`src/sv/twsfr_pkg.sv`:
```
package twsfr_pkg;

  localparam logic [7:0] HdrFirst    = 8'h7A;
  localparam logic [7:0] HdrSecond   = 8'h62;
  localparam logic [7:0] CmdSleep    = 8'h02;
  localparam logic [2:0] PosIdle     = 3'd0;
  localparam logic [2:0] PosHeader   = 3'd1;
  localparam logic [2:0] PosPayload  = 3'd2;
  localparam logic [2:0] PosLastSlot = 3'd4;
  localparam logic [2:0] PosFrameEnd = 3'd6;
  localparam logic [1:0] ToggleMax   = 2'd3;
  localparam logic [4:0] RxLastBit   = 5'd7;
  localparam logic [4:0] TxLastBit   = 5'd31;

  typedef struct packed {
    logic        data_level;
    logic        clock_level;
    logic [15:0] response_low;
    logic [15:0] response_high;
  } in_req_t;

  typedef struct packed {
    logic        drive_enable;
    logic        drive_level;
    logic        byte_done;
    logic [7:0]  byte_value;
    logic        frame_done;
    logic [7:0]  command_byte;
    logic        sleep_request;
    logic [15:0] sleep_time;
  } out_req_t;

  typedef struct packed {
    logic       valid;
    logic [7:0] value;
  } rx_byte_t;

  typedef struct packed {
    logic        done;
    logic [7:0]  command_byte;
    logic [15:0] sleep_time;
  } frame_t;

endpackage

```
`src/sv/twsfr_parser.sv`:
```
module twsfr_parser
  import twsfr_pkg::*;
(
  input  logic     clk_i,
  input  logic     rst_ni,
  input  rx_byte_t rx_byte_i,
  output frame_t   frame_o
);

  logic [2:0] pos_q, pos_d, pos_inc;
  logic [7:0] store_q [3];
  logic [1:0] slot;
  logic       done;

  always_comb begin
    pos_d   = pos_q;
    pos_inc = pos_q + 3'd1;
    slot    = 2'(pos_q - PosPayload);
    done    = 1'b0;
    if (pos_q >= PosPayload) begin
      pos_d = pos_inc;
      if (pos_inc >= PosFrameEnd) begin
        pos_d = PosIdle;
        done  = 1'b1;
      end
    end
    if (rx_byte_i.value == HdrSecond) begin
      pos_d = (pos_d == PosHeader) ? PosPayload : PosIdle;
    end
    if (rx_byte_i.value == HdrFirst && pos_d == PosIdle) begin
      pos_d = PosHeader;
    end
  end

  always_ff @(posedge clk_i or negedge rst_ni) begin
    if (!rst_ni) begin
      pos_q <= PosIdle;
    end else if (rx_byte_i.valid) begin
      pos_q <= pos_d;
    end
  end

  always_ff @(posedge clk_i) begin
    if (rx_byte_i.valid && pos_q >= PosPayload && pos_q <= PosLastSlot) begin
      store_q[slot] <= rx_byte_i.value;
    end
  end

  always_comb begin
    frame_o.done         = rx_byte_i.valid && done;
    frame_o.command_byte = store_q[0];
    frame_o.sleep_time   = {store_q[2], store_q[1]};
  end

endmodule

```
`src/sv/twsfr_core.sv`:
```
module twsfr_core
  import twsfr_pkg::*;
(
  input  logic     clk_i,
  input  logic     rst_ni,
  input  logic     step_i,
  input  in_req_t  req_i,
  output out_req_t res_o
);

  logic       last_data_q, last_clock_q, sending_q, sent_q;
  logic       sending_d, sent_d;
  logic [1:0] tog_q, tog_d, tog_cnt;
  logic [4:0] bit_q, bit_d;
  logic [7:0] shift_q, shift_d, shift_new;
  logic       clock_changed, rising, byte_end;
  logic [31:0] resp;
  rx_byte_t   rx_byte;
  frame_t     frame;

  twsfr_parser u_parser (
    .clk_i     (clk_i),
    .rst_ni    (rst_ni),
    .rx_byte_i (rx_byte),
    .frame_o   (frame)
  );

  always_comb begin
    clock_changed = req_i.clock_level != last_clock_q;
    rising        = clock_changed && req_i.clock_level;
    shift_new     = shift_q | (8'(req_i.data_level) << bit_q[2:0]);
    tog_cnt       = tog_q;
    if (req_i.data_level != last_data_q && tog_q < ToggleMax) begin
      tog_cnt = tog_q + 2'd1;
    end
    if (clock_changed) begin
      tog_cnt = 2'd0;
    end
    byte_end      = !sending_q && tog_cnt < ToggleMax && rising && bit_q >= RxLastBit;
    rx_byte.valid = step_i && byte_end;
    rx_byte.value = shift_new;
  end

  always_comb begin
    resp      = {req_i.response_high, req_i.response_low};
    tog_d     = tog_cnt;
    bit_d     = bit_q;
    shift_d   = shift_q;
    sending_d = sending_q;
    sent_d    = sent_q;

    if (!sending_q) begin
      if (tog_cnt >= ToggleMax) begin
        tog_d   = 2'd0;
        bit_d   = 5'd0;
        shift_d = 8'd0;
      end else if (rising) begin
        if (bit_q >= RxLastBit) begin
          bit_d   = 5'd0;
          shift_d = 8'd0;
          if (frame.done) begin
            sending_d = 1'b1;
            sent_d    = 1'b0;
          end
        end else begin
          bit_d   = bit_q + 5'd1;
          shift_d = shift_new;
        end
      end
    end else if (rising) begin
      sent_d = resp[bit_q];
      bit_d  = bit_q + 5'd1;
      if (bit_q == TxLastBit) begin
        sending_d = 1'b0;
        bit_d     = 5'd0;
        sent_d    = 1'b0;
      end
    end

    res_o.drive_enable  = sending_d;
    res_o.drive_level   = sending_d && sent_d;
    res_o.byte_done     = rx_byte.valid;
    res_o.byte_value    = rx_byte.valid ? rx_byte.value : 8'd0;
    res_o.frame_done    = frame.done;
    res_o.command_byte  = frame.done ? frame.command_byte : 8'd0;
    res_o.sleep_request = frame.done && frame.command_byte == CmdSleep;
    res_o.sleep_time    = frame.done ? frame.sleep_time : 16'd0;
  end

  always_ff @(posedge clk_i or negedge rst_ni) begin
    if (!rst_ni) begin
      last_data_q  <= 1'b0;
      last_clock_q <= 1'b0;
      tog_q        <= 2'd0;
      bit_q        <= 5'd0;
      shift_q      <= 8'd0;
      sending_q    <= 1'b0;
      sent_q       <= 1'b0;
    end else if (step_i) begin
      last_data_q  <= req_i.data_level;
      last_clock_q <= req_i.clock_level;
      tog_q        <= tog_d;
      bit_q        <= bit_d;
      shift_q      <= shift_d;
      sending_q    <= sending_d;
      sent_q       <= sent_d;
    end
  end

endmodule

```
`src/sv/two_wire_slave_frame_receiver_top.sv`:
```
// Path: an accepted request is captured in the input register, and its result
// is captured in the result register behind the pin-event logic.
// Throughput: one request per cycle unless the output stalls; event logic sets it.
// Reset: line history, toggle count, shifter, parser position and send
// state clear at once; the three payload bytes hold no reset value.
module two_wire_slave_frame_receiver_top
  import twsfr_pkg::*;
(
  input  logic     clk_i,
  input  logic     rst_ni,
  input  logic     in_valid_i,
  output logic     in_stall_o,
  input  in_req_t  in_req_i,
  output logic     out_valid_o,
  input  logic     out_stall_i,
  output out_req_t out_req_o
);

  logic     in_valid_q, out_valid_q;
  in_req_t  in_req_q;
  out_req_t out_req_q, res;
  logic     out_adv, step;

  assign out_adv    = !out_valid_q || !out_stall_i;
  assign step       = in_valid_q && out_adv;
  assign in_stall_o = in_valid_q && !out_adv;

  twsfr_core u_core (
    .clk_i  (clk_i),
    .rst_ni (rst_ni),
    .step_i (step),
    .req_i  (in_req_q),
    .res_o  (res)
  );

  always_ff @(posedge clk_i or negedge rst_ni) begin
    if (!rst_ni) begin
      in_valid_q  <= 1'b0;
      out_valid_q <= 1'b0;
    end else begin
      if (!in_stall_o) begin
        in_valid_q <= in_valid_i;
      end
      if (out_adv) begin
        out_valid_q <= in_valid_q;
      end
    end
  end

  always_ff @(posedge clk_i) begin
    if (!in_stall_o && in_valid_i) begin
      in_req_q <= in_req_i;
    end
    if (step) begin
      out_req_q <= res;
    end
  end

  assign out_valid_o = out_valid_q;
  assign out_req_o   = out_req_q;

endmodule
```
`config.mk`:
```
export PLATFORM = sky130hd
export DESIGN_NAME = two_wire_slave_frame_receiver_top
export DESIGN_NICKNAME = d
export VERILOG_FILES = /design/src/sv/twsfr_pkg.sv /design/src/sv/twsfr_parser.sv /design/src/sv/twsfr_core.sv /design/src/sv/two_wire_slave_frame_receiver_top.sv
export SDC_FILE = /design/constraint.sdc
export NUM_CORES = 1
export LEC_CHECK = 0
export BUFFER_PORTS_ARGS = -buffer_cell sky130_fd_sc_hd__buf_2
export CAP_MARGIN = 30
export CORE_ASPECT_RATIO = 0.8
export CORE_MARGIN = 2
export CORE_UTILIZATION = 51
export DETAILED_ROUTE_END_ITERATION = 16
export PLACE_DENSITY = 0.79
export SYNTH_ARGS = -nofsm -noshare
export SYNTH_HDL_FRONTEND = slang
export SYNTH_SLANG_ARGS = --single-unit
```
`constraint.sdc`:
```
create_clock -name clk_i -period 2.29 [get_ports clk_i]
set_clock_uncertainty 0.1 [all_clocks]
set_input_delay 0.229 -clock clk_i [delete_from_list [all_inputs] [get_ports clk_i]]
set_output_delay 0.229 -clock clk_i [all_outputs]
set_load 0.01 [all_outputs]
```
# Yosys cells after proc, flatten, opt, wreduce, memory -nomap -nowiden
# Memory sizes are Yosys's and may differ from the RTL's. A register that Yosys moved wholly into a read port is not among the register bits.
# Cells that the tools add are included.
# totals
reg_bits	79
ram_bits	24
in_bits	38
n_memories	1
# op_classes
n_addsub	4
magnitude_cmp	8
eq_ne	8
n_shift	1
muxes	38
bitwise	2
reduce_logical	27
# memory_table
name	depth	word_bits	rd	rd_clocked_by_memory_dff	wr	line_no	rtl
u_core.u_parser.store_q	3	8	3	2	1	twsfr_parser.sv:11	logic [7:0] store_q [3];
# op_table
cell	n
5-bit two-way mux	6
8-bit two-way mux	3
1-bit two-way mux	19
8-bit by 7-bit == test with 1-bit output, second input constant	2
1-bit logical AND	15
3-bit two-way mux	4
2-bit two-way mux	5
8-bit by 2-bit == test with 1-bit output, second input constant	1
8-bit OR	1
1-bit by 3-bit left shift with 8-bit output	1
1-bit logical NOT	7
5-bit by 6-bit < comparator with 1-bit output, second input constant	1
3-bit AND reduction	2
5-bit by 1-bit adder with 5-bit output, second input constant	1
1-bit binary-select mux with 5-bit select	1
5-bit == test, second input constant	1
5-bit by 3-bit >= comparator with 1-bit output, second input constant	1
2-bit < comparator, second input constant	2
3-bit by 1-bit adder with 3-bit output, second input constant	1
3-bit by 1-bit == test with 1-bit output, second input constant	1
3-bit by 2-bit >= comparator with 1-bit output, second input constant	1
3-bit >= comparator, second input constant	1
3-bit less-or-equal comparator, second input constant	1
3-bit logical NOT	1
8 further kinds	9

# Longest topological paths before layout
# Gate-level depths: netlist of run 1.
# depth
word_depth	16
ltp_mapped	9
mapped_depth_nobuf	8

# Modules after synthesis
# Synthesis of run 1 repeated with hierarchy kept, for this count alone.
# unflattened
cells_unflattened	348
area_unflattened_um2	5062.4
# modules_own_cells
module	n_inst	cells_each	area_per_inst_um2	seq_area_each_um2
two_wire_slave_frame_receiver_top	1	79	2224.6	2182.1
twsfr_core	1	194	1674.1	475.5
twsfr_parser	1	75	1163.6	795.8

# Worst setup path before layout of run 1
# Ideal clock, no wire load.
# synth_path
path_type	register to register
startpoint	register out_valid_q, in the netlist out_valid_o
endpoint	register u_core.tog_q[0]
setup_ns	0.125
arrival_ns	2.305
slack_ns	-0.240
stages_incl_launch_ff	5
path_buffers	1
synth_period_minus_slack_ns	2.530
cell_sequence	dfrtp_1 a21boi_2 clkbuf_1 o21ai_0 o2bb2ai_1
# synth_via
elab_chain_cells	3
# synth_rtl
item	line_no	rtl
start: declaration	two_wire_slave_frame_receiver_top.sv:19	logic in_valid_q, out_valid_q;
start signal: assignment	two_wire_slave_frame_receiver_top.sv:45	out_valid_q <= in_valid_q;
1-bit logical NOT	two_wire_slave_frame_receiver_top.sv:24	assign out_adv = !out_valid_q || !out_stall_i;
1-bit logical OR	two_wire_slave_frame_receiver_top.sv:24	
1-bit logical AND	two_wire_slave_frame_receiver_top.sv:25	assign step = in_valid_q && out_adv;
via step	two_wire_slave_frame_receiver_top.sv:22	logic out_adv, step;
end signal: assignment	twsfr_core.sv:102	tog_q <= tog_d;
end: declaration	twsfr_core.sv:13	logic [1:0] tog_q, tog_d, tog_cnt;
# The timed path passes the listed nets, and every way through them passes these cells.
# A chain may end at the register's enable or synchronous reset.

# Final worst setup path of run 1
# layout_path
startpoint	register u_core.bit_q[0]
endpoint	register u_core.u_parser.pos_q[2]
# layout_via
elab_chain_cells	7
elab_cells_between_ends	11
cone_classes	order compare (1); eq/ne (2); shift (1); mux (2); bitwise (1); reduce/logical (4)
# layout_rtl
item	line_no	rtl
start: declaration	twsfr_core.sv:14	logic [4:0] bit_q, bit_d;
start signal: assignment	twsfr_core.sv:103	bit_q <= bit_d;
1-bit by 3-bit left shift with 8-bit output	twsfr_core.sv:31	shift_new = shift_q | (8'(req_i.data_level) << bit_q[2:0]);
8-bit OR	twsfr_core.sv:31	
8-bit by 7-bit == test with 1-bit output	twsfr_parser.sv:27	if (rx_byte_i.value == HdrSecond) begin
3-bit two-way mux	twsfr_parser.sv:27	
3-bit logical NOT	twsfr_parser.sv:30	if (rx_byte_i.value == HdrFirst && pos_d == PosIdle) begin
1-bit logical AND	twsfr_parser.sv:30	
3-bit two-way mux	twsfr_parser.sv:30	
end signal: assignment	twsfr_parser.sv:37	pos_q <= PosIdle;
end signal: assignment	twsfr_parser.sv:39	pos_q <= pos_d;
end: declaration	twsfr_parser.sv:10	logic [2:0] pos_q, pos_d, pos_inc;
# Parallel ways exist; a longest one is shown, timed or not.

==> metrics.md, run 1 <==
| Metric | Value |
|---|---|
| Worst vdd ir | `0.0009669 V` |
| TritonCTS clock tree | `yes` |
| Fin cells | `between 700 and 800` |
| Comb power frac | `39.4%` |
| Clock Latency Late Sink | `0.41 ns` |
| Unrepaired setup endpoints after global routing | `yes` |
| Post-route DRC | `0` |
| Crit path max fanout | `4` |
| # IOs | `77` |
| Fin crit share | `110.4%` |
| Fin. Hold Viols | `0` |
| Area Overhead vs Synth | `50.15%` |
| Rows | `32` |
| Sw Pwr | `3126 uW` |
| Cts bufs inserted | `17` |
| Yosys warns | `0` |
| Die ar. | `10,880 um2` |
| Crit path arrival time | `2.72 ns` |
| Worst setup SP type | `flip-flop` |
| Tightest Pin Transition | `0.6924 ns` |
| Leakage power | `0.003205 uW` |
| Post-route ant nets | `0` |
| Internal Dissipation | `6061 uW` |
| Synthesized instance count | `363` |
| Post-synth EDFFs | `95` |
| PnR worst setup slack | `-0.2391 ns` |
| Req. time, crit path | `2.48 ns` |
| Post-DR vias/cell | `around 5.7` |
| Top cells by area, synth | `edfxtp_1 56%, dfrtp_1 12%, and2_1 3.3%` |
| Final Max Slew Viols | `0` |
| GPL Wtd Cong | `0.8504` |
| Initial core utilization | `52.70%` |
| Outcome | `finished with violations` |
| Avg Cell Area, Syn | `14.13 um2` |
| Post-DP HPWL | `6720 um` |
| CTS Sinks | `about 120` |
| GRT Residual Overflow | `0` |
| Clock Path Buffers | `2` |
| Utilization after layout | `approximately four fifths` |
| Async set-reset flop share out of synthesis | `20.17%` |
| Clock slew at reported path FFs | `~0.06 ns` |
| WL final | `15,250 um` |
| DR vias | `around 4,100` |
| Overall power | `between 9000 and 10,000 uW` |
| Reg2Reg Setup Slack | `-0.24 ns` |
| Cell count after placement | `607` |
| Antenna cells | `0` |
| Cell taking the most area after synthesis | `edfxtp_1` |
| Die height | `93.68 um` |
| Final setup violation count | `70` |
| Hold Crit Class | `input port to asynchronous set/reset pin` |
| Post-Synthesis Cell Area | `between 5000 and 6000 um2` |
| Placeable Area | `about 10000 um2` |
| Critical path endpoint category | `flip-flop` |
| Violated checks | `setup timing` |
| #FFs+latches synth | `between 100 and 150` |
| PD cells | `1193 nW/um2` |
| Post-Synthesis Net Count | `roughly 400` |
| Number of DRC markers in iteration 0 | `422` |
| F_max | `395.4 MHz` |
| Tot GR Track Use | `approximately 26%` |
| Largest net degree at the start of global routing | `between 50 and 60` |
| NumNets Final | `614` |
| Crit path time final | `2.529 ns` |
| Max-Cap Viols | `0` |
| Slew headroom | `53.67%` |
| Wire per inst | `21.27 um` |
| Top FF cell, synth | `edfxtp_1` |
| Reg power frac | `30.7%` |
| Clk root buf | `clkbuf_16` |
| Antenna violations before repair | `0` |
| First-pass GRT wire length | `20,130 um` |
| Htree depth | `4` |
| Sequential element share of the synthesized area | `67.35%` |
| Sw Share | `around a third` |
| Vias in the first global route | `3,910` |
| Synth top area share | `between 50% and 60%` |
| Setup WS pre-CTS | `-0.5011 ns` |
| Layout cells sized above 1 | `46.64%` |
| WS Path Type | `flip-flop to flip-flop` |
| Chip width | `approximately 120 um` |
| Clock network fraction of total power | `29.9%` |
| # port buffers | `76` |
| DRT Pass-1 Iters | `5` |
| Unique masters post-synth | `63` |
registers in the layout (all words and copies together) (netlist names), 2 cells and up:
signal and cells:
out_req_o 37, in_req_q 34, u_core.u_parser.store_q 24, u_core.shift_q 8
u_core.bit_q 5, u_core.u_parser.pos_q 3, u_core.tog_q 2
synthesized netlist by cell type (5+ instances only):
library cell	number
nand3_1	5
mux2i_1	11
o31ai_1	10
and2_1	27
edfxtp_1	95
dfrtp_1	24
o21ai_0	12
inv_1	14
mux4_2	6
nor3_1	6
a21o_1	6
nor2_1	22
nand2_1	21
a31oi_1	7
a21oi_1	9
ha_1	8
clkbuf_1	8
buf_2	6
path summary, 6_finish.rpt:
| check | startpoint | end | cells past startpoint |
|---|---|---|---|
| max | u_core.bit_q[0]$_DFFE_PN0P_ | u_core.u_parser.pos_q[2]$_DFFE_PN0N_ | 9 |
| min | rst_ni | u_core.tog_q[1]$_DFFE_PN0P_ | 2 |
| max reg2reg | u_core.bit_q[0]$_DFFE_PN0P_ | u_core.u_parser.pos_q[2]$_DFFE_PN0N_ | 9 |
| min reg2reg | u_core.u_parser.store_q[2][7]$_DFFE_PP_ | out_req_o[15]$_SDFFCE_PN0P_ | 1 |
| max in group asynchronous | rst_ni | out_valid_o$_DFFE_PN0N_ | 2 |
| min in group clk_i | in_req_i[6] | in_req_q[6]$_DFFE_PP_ | 2 |
cell families after synthesis:
kind of cell	after synthesis	share of synthesized area [%]
compound gates	75	10.71
xor+xnor	2	0.4882
fa+ha+maj	8	1.952
buf+inv	33	2.782
flops	119	67.35
mux	19	5.222
simple gates	107	11.49
what timing repair did:
action | in CTS | in global routing
gates cloned | 1 | 2
setup buffers | 21 | 19
hold endpoints to repair | 60 | 0
endpoints found under the setup margin | 63 | 78
hold buffers | 37 | 0
resized for setup | 40 | 58
pin swaps | 24 | 26
layer usage:
| metal | share of wire [%] | vias to the layer above | GRT usage (%) |
|---|---|---|---|
| met5 | 0 | - | 0 |
| met4 | 4.5 | 0 | 10.71 |
| met3 | 7.5 | 60 | 6.710 |
| met2 | 51 | 249 | 44.35 |
| met1 | 37 | 2010 | 30.11 |
| li1 | - | 1787 | - |
metrics by stage:
step	cell area (um2)	hold WS [ns]	TNS (ns)
6_report	7699	0.2960	-4.325
5_1_grt	7699	0.3436	-7.806
4_1_cts	7288	0.2733	-1.252
3_5_place_dp	5987	0.1662	-12.43
3_3_place_gp	5987	0.1621	-6.752
2_1_floorplan	5132	-0.1666	0
cell type report:
type                            instances  area (um2)
Clock buffer                           17       425.4
Clock inverter                         15       177.7
Fill cell                             471        2031
Inverter                               16       62.56
Multi-Input combinational cell        212        1846
Sequential cell                       119        3453
Tap cell                              136       170.2
Timing Repair Buffer                  202        1564
layout by cell type (no fill, tap or decap), types with 7 or more instances in the layout:
cell / Yosys / layout
edfxtp_1: 95 / 95
buf_2: 6 / 76
buf_4: 1 / 66
dlygate4sd3_1: 0 / 37
and2_4: 0 / 24
dfrtp_1: 24 / 24
nor2_1: 22 / 21
nand2_1: 21 / 20
clkbuf_16: 0 / 18
buf_6: 1 / 14
inv_1: 14 / 13
o21ai_0: 12 / 9
mux2i_1: 11 / 9
a31oi_1: 7 / 7
a21oi_1: 9 / 7
critical path: stages (launching register included):
cell,delay [ns]
dfrtp_1,0.43
buf_6,0.15
buf_8,0.13
and2b_4,0.27
a31oi_4,0.10
or4_4,0.46
a311oi_4,0.32
buf_4,0.20
o31ai_1,0.07
a22o_1,0.19
power by group through the flow:
stage	combinational [uW]	clock (uW)	sequential [uW]
4_1_cts	2890	2710	2770
5_1_grt	3810	2850	2840
3_5_place_dp	2430	0	2810
2_1_floorplan	1420	0	2850
6_report	3620	2740	2820
3_3_place_gp	2350	0	2800
(Power assumes the default switching activity.)
==> run 2: changes to the inputs <==
--- a/config.mk
+++ b/config.mk
@@ -5,6 +5,7 @@
 export SDC_FILE = /design/constraint.sdc
 export NUM_CORES = 1
 export LEC_CHECK = 0
+export ABC_AREA = 1
 export BUFFER_PORTS_ARGS = -buffer_cell sky130_fd_sc_hd__buf_2
 export CAP_MARGIN = 30
 export CORE_ASPECT_RATIO = 0.8
==> metrics.md, run 2 <==
| Metric | Value |
|---|---|
| Clock slew at reported path FFs | `0.06 ns (about the same)` |
| Number of DRC markers in iteration 0 | `381 (-9.7%)` |
| Critical path endpoint category | `flip-flop` |
| Clock Path Buffers | `2 (unchanged)` |
| Comb power frac | `25.3% (-14 points)` |
| Worst vdd ir | `0.0005506 V (-43%)` |
| # port buffers | `76 (unchanged)` |
| Wire per inst | `15.24 um (-28%)` |
| CP max stage delay | `0.39 ns (-0.07 ns)` |
| Chip width | `116.6 um (+0.39%)` |
| Cell taking the most area after synthesis | `edfxtp_1` |
| Post-route ant nets | `0 (unchanged)` |
| Max FFs per register | `37 (unchanged)` |
| Top cells by area, synth | `edfxtp_1 55%, dfrtp_1 12%, nand2_1 9.0%` |
| Post-synth EDFFs | `95 (unchanged)` |
| Fin. Hold Viols | `0 (unchanged)` |
| Layout cells sized above 1 | `24.84% (-22 points)` |
| Async set-reset flop share out of synthesis | `20.17% (unchanged)` |
| Antenna cells | `0 (unchanged)` |
| Max-Cap Viols | `0 (unchanged)` |
| #FFs+latches synth | `119 (unchanged)` |
| Unrepaired setup endpoints after global routing | `yes` |
| Cts bufs inserted | `17 (unchanged)` |
| Overall power | `7444 uW (-19%)` |
| WL final | `11,640 um (-24%)` |
| Synth top area share | `55.19% (-0.44 points)` |
| Tightest Pin Transition | `0.6387 ns (-0.05372 ns)` |
| Initial core utilization | `52.91% (+0.21 points)` |
| Htree depth | `4 (unchanged)` |
| Top FF cell, synth | `edfxtp_1` |
| Unique masters post-synth | `30 (-52%)` |
| Post-Synthesis Cell Area | `5169 um2 (+0.81%)` |
| Yosys warns | `0 (unchanged)` |
| Leakage power | `0.003067 uW (-4.3%)` |
| CTS Sinks | `119 (unchanged)` |
| Worst setup SP type | `flip-flop` |
| GPL Wtd Cong | `0.9058 (+6.5%)` |
| Tot GR Track Use | `23.18% (-2.3 points)` |
| Hold Crit Class | `input port to asynchronous set/reset pin` |
| NumNets Final | `661 (+7.7%)` |
| Placeable Area | `9769 um2 (+0.41%)` |
| Slowest CP cell | `dfrtp_1` |
| Most frequent CP cell | `inv_1` |
| Outcome | `completed` |
| Sw Share | `32.64% (-1.4 points)` |
| Sequential element share of the synthesized area | `66.81% (-0.54 points)` |
| Count leader, synth | `nand2_1` |
| Sw Pwr | `2430 uW (-22%)` |
| Req. time, crit path | `2.44 ns (-0.04 ns)` |
| Antenna violations before repair | `0 (unchanged)` |
| First-pass GRT wire length | `18,690 um (-7.1%)` |
| Largest net degree at the start of global routing | `40 (-22%)` |
| DP Area | `5773 um2 (-3.6%)` |
| Post-DP HPWL | `7318 um (+8.9%)` |
| Area Overhead vs Synth | `31.32%` |
| TritonCTS clock tree | `yes` |
| Fin crit share | `93.53% (-17 points)` |
| Avg Cell Area, Syn | `10.79 um2 (-24%)` |
| Commonest non-fill, non-tap cell in the layout | `nand2_1` |
| Internal Dissipation | `5014 uW (-17%)` |
| Die height | `94.04 um (+0.38%)` |
| Clock Latency Late Sink | `0.42 ns (about the same)` |
| Synth top cells by count | `124 x nand2_1, 95 x edfxtp_1, 65 x inv_1` |
| Post-Synthesis Net Count | `525 (+28%)` |
| Finished Cell Area | `6788 um2 (-12%)` |
| Clk root buf | `clkbuf_16` |
| DRT Pass-1 Iters | `5 (unchanged)` |
| Clock network fraction of total power | `36.9% (+7.0 points)` |
| Final Max Slew Viols | `0 (unchanged)` |
| Fillcell total | `665 (+41%)` |
| Synthesized instance count | `479 (+32%)` |
| Slew headroom | `57.42% (+3.8 points)` |
| GRT Residual Overflow | `0 (unchanged)` |
| Post-route DRC | `0 (unchanged)` |
| Vias in the first global route | `3,841 (-1.8%)` |
| PD cells | `1097 nW/um2 (-8.1%)` |
| Crit path cell chain | `inv_1, ha_1, nor2_1, inv_1, nand2_1, inv_1, nand2_1, nor3_2, nand3_2, buf_12, nor3_1` |
| Final setup violation count | `0 (-100%)` |
| DR vias | `3,903 (-4.9%)` |
| Post-DR vias/cell | `5.109 (-11%)` |
| Crit path arrival time | `2.29 ns (-0.43 ns)` |
| Crit path time final | `2.142 ns (-0.3873 ns)` |
| Reg power frac | `37.9% (+7.2 points)` |
| # IOs | `77 (unchanged)` |
| WS Path Type | `flip-flop to flip-flop` |
| Most frequent cells in the layout | `123 x nand2_1, 95 x edfxtp_1, 76 x buf_2` |
| F_max | `466.9 MHz (+18%)` |
| Rows | `32 (unchanged)` |
| Crit path max fanout | `26 (+22)` |
| Die ar. | `10,960 um2 (+0.77%)` |
==> run 2: cell types whose count changed after synthesis, sizes merged, moves of 8 or more <==
cell and delta:
nand3 +32, nor2 +27, nand2 +109, o21ai +9, and2 -25, inv +53
o31ai -10, mux2i -11, a31oi -8
==> run 2: cell families after synthesis <==
family	count (synthesis)	share of synthesized area, %
xor gates and xnor gates	1	0.3148
AOI/OAI and AO/OA	41	4.841
and+or+nand+nor	230	19.75
buffers and inverters	80	6.342
DFF	119	66.81
adders and majority gates	8	1.937
==> run 2: area by class of cell <==
type                            instances  area [um2]  area share, %
Clock buffer                           17       425.4          6.267
Clock inverter                         15       190.2          2.802
Inverter                               69       259.0          3.816
Multi-Input combinational cell        280        1401          20.65
Sequential cell                       119        3453          50.88
Tap cell                              136       170.2          2.507
Timing Repair Buffer                  128       888.4          13.09
==> run 2: path summary, 6_finish.rpt <==
kind	start	to	slack [ns]	cells past startpoint
worst max-delay path	u_core.u_parser.pos_q[1]$_DFFE_PN0N_	out_req_o[16]$_DFFE_PP_	0.15	11
worst min-delay path	rst_ni	u_core.bit_q[0]$_DFFE_PN0P_	0.30	2
worst max register to register	u_core.u_parser.pos_q[1]$_DFFE_PN0N_	out_req_o[16]$_DFFE_PP_	0.15	11
worst min register to register	u_core.shift_q[5]$_DFFE_PN0P_	u_core.shift_q[5]$_DFFE_PN0P_	0.38	2
max in group asynchronous	rst_ni	u_core.sending_q$_DFFE_PN0P_	1.37	2
min in group clk_i	u_core.shift_q[5]$_DFFE_PN0P_	u_core.shift_q[5]$_DFFE_PN0P_	0.38	2
==> run 2: timing repair <==
item                                    CTS  global route
gates resized for setup                   0             4
hold buffers                             37             0
hold endpoints to repair                 60             0
endpoints found under the setup margin    0            27
buffers inserted                          0             2
==> run 2: worst max-delay path, delay by kind of cell, from the launching register on <==
kind	cells	cell delay [ns]
fa+ha+maj	1	0.33
buf+inv	4	0.41
flops	1	0.39
simple gates	6	0.77
==> run 2: per-layer routing <==
layer,GRT usage [%],vias up,part of all wire (%)
li1,-,1854,-
met1,28.15,1801,40
met2,38.23,205,48
met3,6.387,43,7.9
met4,11.47,0,3.8
met5,0,-,0
==> run 2: stage by stage <==
step / std cells / hold WS (ns) / TNS (ns) / setup WS (ns) / utilization, %
6_report: 764 / 0.3036 / 0 / 0.1482 / 69.48
5_1_grt: 764 / 0.3418 / -0.01093 / -0.01093 / 69.48
4_1_cts: 762 / 0.2693 / 0 / 0.1239 / 69.19
3_5_place_dp: 693 / 0.1729 / 0 / 0.1606 / 59.09
3_3_place_gp: 693 / 0.1656 / 0 / 0.2744 / 59.09
2_1_floorplan: 479 / -0.1666 / 0 / 0.09339 / -
==> run 2: power by group through the flow <==
stage	registers, uW	logic, uW	clock network (uW)
2_1_floorplan	2840	1230	0
3_3_place_gp	2840	1660	0
3_5_place_dp	2850	1730	0
4_1_cts	2810	1800	2770
5_1_grt	2850	2080	2880
6_report	2820	1880	2740
